$ cat src/hw/rtl/quadrature_position_tracker_core_macros.svh
// assertion macros for the quadrature position tracker
// used by quadrature_position_tracker_core; define NO_ASSERTIONS to drop them
`ifndef QUADRATURE_POSITION_TRACKER_CORE_MACROS_SVH
`define QUADRATURE_POSITION_TRACKER_CORE_MACROS_SVH

`ifndef NO_ASSERTIONS

`define QPT_ASSERT_SAME(label, clk, rst, ante, cons) \
   label: assert property (@(posedge clk) disable iff (rst) (ante) |-> (cons)) \
      else $error("qpt same-cycle check failed");

`define QPT_ASSERT_NEXT(label, clk, rst, ante, cons) \
   label: assert property (@(posedge clk) disable iff (rst) (ante) |=> (cons)) \
      else $error("qpt next-cycle check failed");

`else

`define QPT_ASSERT_SAME(label, clk, rst, ante, cons)

`define QPT_ASSERT_NEXT(label, clk, rst, ante, cons)

`endif

`endif

$ cat src/hw/rtl/qpt_pkg.sv
// shared types, codes and step table for the quadrature position tracker
// no dependencies
package qpt_pkg;

   localparam logic [2:0] KIND_SAMPLE     = 3'd0;
   localparam logic [2:0] KIND_SET        = 3'd1;
   localparam logic [2:0] KIND_READ_CLEAR = 3'd2;
   localparam logic [2:0] KIND_DELTA      = 3'd3;
   localparam logic [2:0] KIND_DIRECTION  = 3'd4;

   localparam logic [1:0] DIR_NONE = 2'd0;
   localparam logic [1:0] DIR_CW   = 2'd1;
   localparam logic [1:0] DIR_CCW  = 2'd2;

   localparam logic [1:0] PHASE_RESET = 2'd3;

   // step per {old phase, new phase}
   localparam logic signed [1:0] STEP_TABLE [16] = '{
      2'sd0,  -2'sd1, 2'sd1,  2'sd0,
      2'sd1,  2'sd0,  2'sd0,  -2'sd1,
      -2'sd1, 2'sd0,  2'sd0,  2'sd1,
      2'sd0,  2'sd1,  -2'sd1, 2'sd0
   };

   typedef struct packed {
      logic [2:0]         kind;
      logic               phase_a;
      logic               phase_b;
      logic [31:0]        now_ms;
      logic signed [31:0] new_position;
   } req_word_type;

   typedef struct packed {
      logic signed [31:0] position;
      logic signed [31:0] read_value;
      logic [1:0]         direction;
      logic [31:0]        edge_interval_ms;
   } rsp_word_type;

   typedef struct packed {
      logic [1:0]  last_phase_state;
      logic [31:0] position_count;
      logic [31:0] direction_snapshot;
      logic [31:0] delta_snapshot;
      logic [31:0] last_edge_time;
      logic [31:0] prior_edge_time;
   } track_state_type;

endpackage

$ cat src/hw/rtl/quadrature_position_tracker_core.sv
// an accepted word is held in the request stage, and its result is registered in the result stage
// throughput: one word per cycle while rsp_stall is low; request and result sides part at two registers
// the request stage keeps accepting while a finished result waits, until it fills
// reset (synchronous, active high) empties both stages, phase state to 3, counts to 0
// depends on qpt_pkg, qpt_update and quadrature_position_tracker_core_macros.svh
`include "quadrature_position_tracker_core_macros.svh"
module quadrature_position_tracker_core (
   input  logic                  clock,
   input  logic                  reset,
   input  logic                  req_valid,
   output logic                  req_stall,
   input  qpt_pkg::req_word_type req_word,
   output logic                  rsp_valid,
   input  logic                  rsp_stall,
   output qpt_pkg::rsp_word_type rsp_word
);

   logic                     in_valid_ff;
   logic                     in_valid_in;
   qpt_pkg::req_word_type    in_word_ff;
   logic                     out_valid_ff;
   logic                     out_valid_in;
   qpt_pkg::rsp_word_type    out_word_ff;
   qpt_pkg::track_state_type state_ff;
   qpt_pkg::track_state_type state_in;
   qpt_pkg::track_state_type state_calc;
   qpt_pkg::rsp_word_type    rsp_calc;
   logic                     out_advance;
   logic                     fire;
   logic                     req_take;
   logic                     fire_clear;
   logic                     fire_dir;

   assign out_advance = !out_valid_ff || !rsp_stall;
   assign fire        = in_valid_ff && out_advance;
   assign req_stall   = in_valid_ff && !out_advance;
   assign req_take    = req_valid && !req_stall;
   assign fire_clear  = fire && (in_word_ff.kind == qpt_pkg::KIND_READ_CLEAR);
   assign fire_dir    = fire && (in_word_ff.kind == qpt_pkg::KIND_DIRECTION);

   qpt_update u_update (
      .word       (in_word_ff),
      .state_cur  (state_ff),
      .state_next (state_calc),
      .rsp        (rsp_calc)
   );

   always_comb begin
      in_valid_in  = in_valid_ff;
      out_valid_in = out_valid_ff;
      state_in     = state_ff;
      if (out_advance) begin
         out_valid_in = in_valid_ff;
      end
      if (fire) begin
         in_valid_in = 1'b0;
         state_in    = state_calc;
      end
      if (req_take) begin
         in_valid_in = 1'b1;
      end
   end

   always_ff @(posedge clock) begin
      if (reset) begin
         in_valid_ff                 <= 1'b0;
         out_valid_ff                <= 1'b0;
         state_ff.last_phase_state   <= qpt_pkg::PHASE_RESET;
         state_ff.position_count     <= '0;
         state_ff.direction_snapshot <= '0;
         state_ff.delta_snapshot     <= '0;
         state_ff.last_edge_time     <= '0;
         state_ff.prior_edge_time    <= '0;
      end else begin
         in_valid_ff  <= in_valid_in;
         out_valid_ff <= out_valid_in;
         state_ff     <= state_in;
      end
   end

   always_ff @(posedge clock) begin
      if (req_take) begin
         in_word_ff <= req_word;
      end
      if (fire) begin
         out_word_ff <= rsp_calc;
      end
   end

   assign rsp_valid = out_valid_ff;
   assign rsp_word  = out_word_ff;

   // state moves only when a word passes the update stage
   `QPT_ASSERT_NEXT(a_state_hold, clock, reset, !fire, $stable(state_ff))
   // blocked request stage keeps its word
   `QPT_ASSERT_NEXT(a_in_hold, clock, reset, req_stall, in_valid_ff && $stable(in_word_ff))
   `QPT_ASSERT_NEXT(a_clear_zero, clock, reset, fire_clear, state_ff.position_count == '0)
   `QPT_ASSERT_NEXT(a_dir_snap, clock, reset, fire_dir, state_ff.direction_snapshot == state_ff.position_count)

endmodule

$ cat src/hw/rtl/qpt_update.sv
// next tracker state and result word for one request word
// depends on qpt_pkg
module qpt_update (
   input  qpt_pkg::req_word_type    word,
   input  qpt_pkg::track_state_type state_cur,
   output qpt_pkg::track_state_type state_next,
   output qpt_pkg::rsp_word_type    rsp
);

   logic [1:0]         phase_now;
   logic [3:0]         step_index;
   logic signed [1:0]  step;
   logic [31:0]        step_ext;
   logic [31:0]        delta_diff;
   logic [31:0]        dir_diff;
   logic [31:0]        read_value;
   logic [1:0]         direction;

   assign phase_now  = {word.phase_a, word.phase_b};
   assign step_index = {state_cur.last_phase_state, phase_now};
   assign step       = qpt_pkg::STEP_TABLE[step_index];
   assign step_ext   = {{30{step[1]}}, step};
   assign delta_diff = state_cur.position_count - state_cur.delta_snapshot;
   assign dir_diff   = state_cur.direction_snapshot - state_cur.position_count;

   always_comb begin
      state_next = state_cur;
      read_value = '0;
      direction  = qpt_pkg::DIR_NONE;
      case (word.kind)
         qpt_pkg::KIND_SAMPLE: begin
            if (phase_now != state_cur.last_phase_state) begin
               state_next.position_count   = state_cur.position_count + step_ext;
               state_next.prior_edge_time  = state_cur.last_edge_time;
               state_next.last_edge_time   = word.now_ms;
               state_next.last_phase_state = phase_now;
            end
         end
         qpt_pkg::KIND_SET: begin
            state_next.position_count     = word.new_position;
            state_next.direction_snapshot = word.new_position;
            state_next.delta_snapshot     = word.new_position;
         end
         qpt_pkg::KIND_READ_CLEAR: begin
            read_value                = state_cur.position_count;
            state_next.position_count = '0;
         end
         qpt_pkg::KIND_DELTA: begin
            read_value                = delta_diff;
            state_next.delta_snapshot = state_cur.position_count;
         end
         qpt_pkg::KIND_DIRECTION: begin
            if (dir_diff == '0) begin
               direction = qpt_pkg::DIR_NONE;
            end else if (dir_diff[31]) begin
               direction = qpt_pkg::DIR_CW;
            end else begin
               direction = qpt_pkg::DIR_CCW;
            end
            state_next.direction_snapshot = state_cur.position_count;
         end
         default: begin
            state_next = state_cur;
         end
      endcase
   end

   always_comb begin
      rsp.position         = state_next.position_count;
      rsp.read_value       = read_value;
      rsp.direction        = direction;
      rsp.edge_interval_ms = state_next.last_edge_time - state_next.prior_edge_time;
   end

endmodule

$ cat config.mk
export PLATFORM = sky130hd
export DESIGN_NAME = quadrature_position_tracker_core
export DESIGN_NICKNAME = d
export VERILOG_FILES = /design/src/hw/rtl/qpt_pkg.sv /design/src/hw/rtl/quadrature_position_tracker_core.sv /design/src/hw/rtl/qpt_update.sv
export VERILOG_INCLUDE_DIRS = /design/src /design/src/hw/rtl
export SDC_FILE = /design/constraint.sdc
export NUM_CORES = 1
export LEC_CHECK = 0
export BUFFER_PORTS_ARGS = -buffer_cell sky130_fd_sc_hd__buf_4
export CAP_MARGIN = 30
export CORE_MARGIN = 5
export CORE_UTILIZATION = 55
export DETAILED_ROUTE_END_ITERATION = 16
export PLACE_DENSITY = 0.76
export SLEW_MARGIN = 20
export SYNTH_ARGS = -nofsm -noshare
export SYNTH_HDL_FRONTEND = slang
export SYNTH_SLANG_ARGS = --single-unit
$ cat constraint.sdc
create_clock -name clock -period 5.15 [get_ports clock]
set_clock_uncertainty 0.15 [all_clocks]
set_input_delay 0.515 -clock clock [delete_from_list [all_inputs] [get_ports clock]]
set_output_delay 0.515 -clock clock [all_outputs]
set_load 0.03 [all_outputs]
**Word-level counts from Yosys, hierarchy flattened**

Memory sizes are Yosys's and may differ from the RTL's.
Index checks and enable logic that the tools add are counted.

- Order comparisons: 1
- Mux-type cells: 12
- Eq/ne operators: 5
- Add/sub/neg operators: 4
- Bitwise gates (word level): 2
- Reduce and logical (&&, ||, !) cells: 17

Operators with widths:

| operator | number |
|---|---|
| one-hot mux 32 bit (2 select lines) | 3 |
| two-way mux 64 bit | 2 |
| one-hot mux 32 bit (3 select lines) | 1 |
| subtractor 32 bit | 3 |
| adder 32 bit | 1 |
| zero test 32 bit | 1 |
| two-way mux 32 bit | 1 |
| == test 3 x 2 -> 1 bit (second input constant) | 2 |
| two-way mux 2 bit | 3 |
| nonzero test 2 bit | 3 |
| greater-or-equal comparator 5 bit (second input constant) | 1 |
| inverter 4 -> 5 bit | 1 |
| zero test 1 bit | 4 |
| AND reduction 2 bit | 2 |
| == test 3 x 1 -> 1 bit (second input constant) | 1 |
| == test 3 bit (second input constant) | 1 |
| logical AND 1 bit | 3 |
| zero test 3 bit | 1 |
| AND reduction 3 bit | 1 |
| two-way mux 1 bit | 2 |
| != test 2 bit | 1 |
| OR reduction 2 bit | 1 |
| logical OR 1 bit | 1 |
| inverter 1 bit | 1 |

- Register bits: 331
- Logic and storage cells: 59
- Bits of input ports: 73
- Bits in read-only memories: 32
- Memories kept: 1
- Output and inout port bits: 100

Memories:

| memory | depth | width | rd ports | clocked after memory_dff | wr ports | RTL line | text |
|---|---|---|---|---|---|---|---|
| (name not given) | 16 | 2 | 1 | 0 | 0 | qpt_update.sv:21 | `assign step = qpt_pkg::STEP_TABLE[step_index];` |

**Depth between registers and ports, before layout**

- Depth in word-level cells: 7
- Depth in mapped cells: 20
- Gate-level depth less buffers: 17

**Cells and area by module**

From an unflattened synthesis, not the netlist that was laid out.

- Cell total of the unflattened synthesis: 2440
- Area, all modules: 22290.1 µm²

Modules (own cells, without submodules):

| module | seq. area each (µm²) | times used | area each (µm²) | cells each |
|---|---|---|---|---|
| quadrature_position_tracker_core | 8298.0 | 1 | 12309.3 | 879 |
| qpt_update | 0.0 | 1 | 9980.8 | 1561 |

**Worst setup path before layout**

OpenSTA, ideal clock, no wires.

- Path type: reg-to-reg
- Start point: register in_word_ff[67] (netlist bit)
- End point: register out_word_ff (netlist bit rsp_word[30]) (data pin)
- Setup time: 0.271 ns
- Data required time: 4.729 ns
- Cell stages (with the launch flop): 20
- Path buffers: 4
- Data arrival time: 4.565 ns
- Slack: 0.164 ns
- Period minus slack after synthesis: 4.986 ns
- Cells stage by stage: edfxtp_1 > or2_2 > clkbuf_1 > nor3_1 > clkbuf_1 > buf_2 > buf_2 > mux2i_1 > ha_1 > fa_1 > nor2b_1 > o31a_1 > o221ai_1 > o311ai_1 > a41oi_1 > a21oi_1 > o31ai_1 > o21a_1 > o311ai_1 > xor2_1

RTL lines:

| what | RTL line | text |
|---|---|---|
| from (decl) | quadrature_position_tracker_core.sv:20 | `qpt_pkg::req_word_type in_word_ff;` |
| from (signal assigned) | quadrature_position_tracker_core.sv:83 | `in_word_ff <= req_word;` |
| to (signal assigned) | quadrature_position_tracker_core.sv:86 | `out_word_ff <= rsp_calc;` |
| to (decl) | quadrature_position_tracker_core.sv:23 | `qpt_pkg::rsp_word_type out_word_ff;` |

==> impl_metrics.sql <==
INSERT INTO impl_metrics (metric_group, metric, value, unit) VALUES
('sta', 'timing.max_slew.rel_slack', '36.12', '%'),
('detailed_routing', 'vias', '17770', ''),
('cts', 'tritoncts', 'built', ''),
('worst_hold_path', 'worstHoldPathType', 'in -> reg', ''),
('synthesis', 'syn-mean-instance-area', '8.859', 'um^2'),
('floorplanning', 'die-width', '200.7', 'um'),
('floorplanning', 'floorplan.die.height', '200.7', 'um'),
('critical_path', 'crit_path_top_delay_cell', 'edfxtp_1', ''),
('detailed_routing', 'routed_length_per_placed_instance', '19.72', 'um'),
('detailed_routing', 'viasPerCell', '6.037', ''),
('finish', 'final_nets', '2662', ''),
('finish', 'layout-drive-gt1-share', '12.49', '%'),
('finish', 'area_overhead_vs_synth', '18.14', '%'),
('sta', 'final_period_utilization', '93.09', '%'),
('placed_design', 'io_buffers', '172', ''),
('global_routing', 'grt_util_all_layers', '27.71', '%'),
('detailed_routing', 'route.detailed.drc', '0', ''),
('synthesis', 'synth_edf_count', '167', ''),
('critical_path', 'crit_chain', 'or2_2, nor3_4, buf_6, mux2i_1, inv_1, ha_1, nor2b_1, o21a_1, o21ai_0, a31oi_1, a221o_1, a32o_1, o2111ai_1, a31oi_1, mux2i_1, a221oi_1', ''),
('placed_design', 'post-place-cells', '2827', ''),
('critical_path', 'timing.critical_path.buf_inv', '2', ''),
('global_routing', 'initial_antenna_violation_count', '0', ''),
('detailed_routing', 'first_pass_iters', '6', ''),
('floorplanning', 'die_area', '40270', 'um^2'),
('sta', 'holdWs', '18.64', 'ps'),
('status', 'outcome', 'finished, final reports clean', ''),
('floorplanning', 'std_cell_rows', '69', ''),
('detailed_routing', 'route.final.wire_length', '58050', 'um'),
('cts', 'clock_transition_at_the_registers_of_the_reported_paths', '60', 'ps'),
('pwr', 'net-switching-power', '0.002129', 'W'),
('critical_path', 'crit-reg2reg-launch', 'in_word_ff[68]', ''),
('detailed_routing', 'number_of_routed_nets_with_antenna_violations', '0', ''),
('sta', 'grt_setup_unrepaired', 'no', ''),
('synthesis', 'synth.mux.area_fraction', '4.480', '%'),
('cts', 'cts_num_sinks', '331', ''),
('pwr', 'power_density', '312.8', 'nW/um^2'),
('global_routing', 'grt_max_degree', '79', ''),
('sta', 'layout_min_cycle_time', '4794', 'ps'),
('finish', 'stdcell_count', '2943', ''),
('cts', 'cts_buffer_depth', '3', ''),
('synthesis', 'synth.distinct_cells', '81', ''),
('cts', 'post_cts.repair.setup_buffers', '0', ''),
('pwr', 'power.combinational.fraction', '21.9', '%'),
('placed_design', 'detailed_place_hpwl', '41510', 'um'),
('pwr', 'irDropWorstVdd', '0.3668', 'mV'),
('synthesis', 'ys_top_cells_by_area', 'edfxtp_1, dfxtp_1, ha_1', ''),
('floorplanning', 'standard_cell_core_area', '35740', 'um^2'),
('critical_path', 'r2r.worst_path.cells', '16', ''),
('pwr', 'power.share.switching', '28.82', '%'),
('global_routing', 'grt_pass1_vias', '17080', ''),
('synthesis', 'synth_top_family_by_area', 'compound AO/OA/AOI/OAI gates', ''),
('global_routing', 'grt_first_pass_wirelength', '91980', 'um'),
('synthesis', 'post_synth_xor_area_fraction', '3.898', '%'),
('synthesis', 'synth_compound_gate_area_share', '19.52', '%'),
('synthesis', 'async_reset_ff_share', '0', '%'),
('pwr', 'power_frac_seq', '40.7', '%'),
('critical_path', 'setup.worst_path.class', 'reg -> reg', ''),
('critical_path', 'critical_path.max_stage_delay', '480', 'ps'),
('synthesis', 'syn_inst', '2257', ''),
('synthesis', 'synthAdderAreaFrac', '8.660', '%'),
('worst_hold_path', 'worst_hold_path.num_cells', '1', ''),
('pwr', 'p_leak', '9.595', 'nW'),
('critical_path', 'maximum_fanout_along_the_worst_path', '14', ''),
('sta', 'timing.final.setup_violations', '0', ''),
('synthesis', 'mappedNetlistArea', '20000', 'um^2'),
('cts', 'cts_max_level', '2', ''),
('critical_path', 'timing.critical_path.arrival', '4980', 'ps'),
('synthesis', 'synth_largest_area_cell', 'edfxtp_1', ''),
('critical_path', 'worstReg2RegEnd', 'rsp_word[31]', ''),
('pwr', 'power.internal', '0.005260', 'W'),
('detailed_routing', 'first_iter_violations', '1466', '');
cells in the final DEF (no fill, tap or decap), drive strengths merged, types with 24 or more instances in the layout:
master,instances
nand3,66
ha,132
a21o,48
inv,114
edfxtp,167
nor2,204
a211oi,60
a311oi,38
xor2,24
a21oi,182
buf,221
nand2,393
xnor2,65
dlygate4sd3,48
o21ai,67
mux2i,85
dfxtp,164
clkbuf,48
nor3,32
worst max path at each step:
stage / startpoint / to / cells after the start
after floorplan: in_word_ff[67] / rsp_word[30] / 19
after global placement: in_word_ff[68] / rsp_word[30] / 17
final: in_word_ff[68] / rsp_word[31] / 16
after CTS: in_word_ff[68] / rsp_word[30] / 15
after detailed placement: in_word_ff[68] / rsp_word[30] / 15
after global routing: in_word_ff[68] / rsp_word[31] / 16
repair_timing:
action	in CTS	in global routing
gates resized for setup	0	5
setup endpoints to repair	0	3
hold endpoints to repair	47	1
hold buffers	47	1
power by group through the flow:
stage	sequential (W)	clock, W	combinational, W
floorplan	0.00314	0	0.00101
global placement	0.00306	0	0.00153
detailed placement	0.00306	0	0.00155
CTS	0.00300	0.00281	0.00159
global route	0.00301	0.00292	0.00175
finish	0.00300	0.00277	0.00162
worst reg2reg max path: cells and delay by family, from the launching register on:
family / cells / cell delay, ps
buffers and inverters: 2 / 320
DFF: 1 / 480
muxes: 2 / 470
adders and majority gates: 1 / 270
AOI/OAI and AO/OA: 8 / 2080
and+or+nand+nor: 3 / 830
cell families (layout without fill, tap and decap cells):
logic type	Yosys count	in the layout
AOI/OAI and AO/OA	577	577
xor gates and xnor gates	89	89
adders and majority gates	136	136
DFF	331	331
buffers and inverters	227	452
and+or+nand+nor	809	809
muxes	88	88
cell usage after synthesis, types with 8 or more instances:
cell      instances
a211oi_1         60
a21o_1           48
a21oi_1         181
a221oi_1         12
a222oi_1          8
a22oi_1           8
a311oi_1         38
a31oi_1          16
and2_1           10
and3_1           14
buf_1            12
clkbuf_1         92
dfxtp_1         164
edfxtp_1        167
ha_1            132
inv_1           113
mux2i_1          85
nand2_1         393
nand2b_1         17
nand3_1          66
nand4_1          13
nor2_1          204
nor2b_1          17
nor3_1           32
o211ai_1         17
o21a_1           23
o21ai_0          66
o21bai_1         10
o22ai_1           8
o31ai_1           8
or2_2             8
or3_1            10
xnor2_1          65
xor2_1           24
registers in the layout, indices dropped and copies added (netlist names):
| signal | cells |
|---|---|
| in_valid_ff | 1 |
| in_word_ff | 69 |
| rsp_word | 98 |
| rsp_valid | 1 |
| state_ff | 162 |
routing by layer:
metal | global-route usage (%) | vias up | part of all wire (%)
li1 | - | 8541 | -
met5 | 0 | - | 0
met2 | 47.27 | 613 | 48
met4 | 7.915 | 0 | 2.8
met1 | 36.39 | 8501 | 42
met3 | 4.943 | 113 | 6.8
cell type report:
type	instances	area (um^2)
Clock inverter	20	232.7
Fill cell	2911	12120
Sequential cell	331	8298
Tap cell	461	576.8
Timing Repair Buffer	269	2185
Multi-Input combinational cell	1699	10860
Clock buffer	48	1041
Inverter	115	434.2
metrics by stage:
step	worst slack (ps)	cell area, um^2	utilization, %
after floorplan	164.0	20000	-
after global placement	313.4	21800	60.99
after detailed placement	123.5	21840	61.11
after CTS	126.0	23590	65.99
after global routing	45.39	23620	66.09
final	356.0	23620	66.09
No activity file was read; power rests on OpenSTA's default activity.
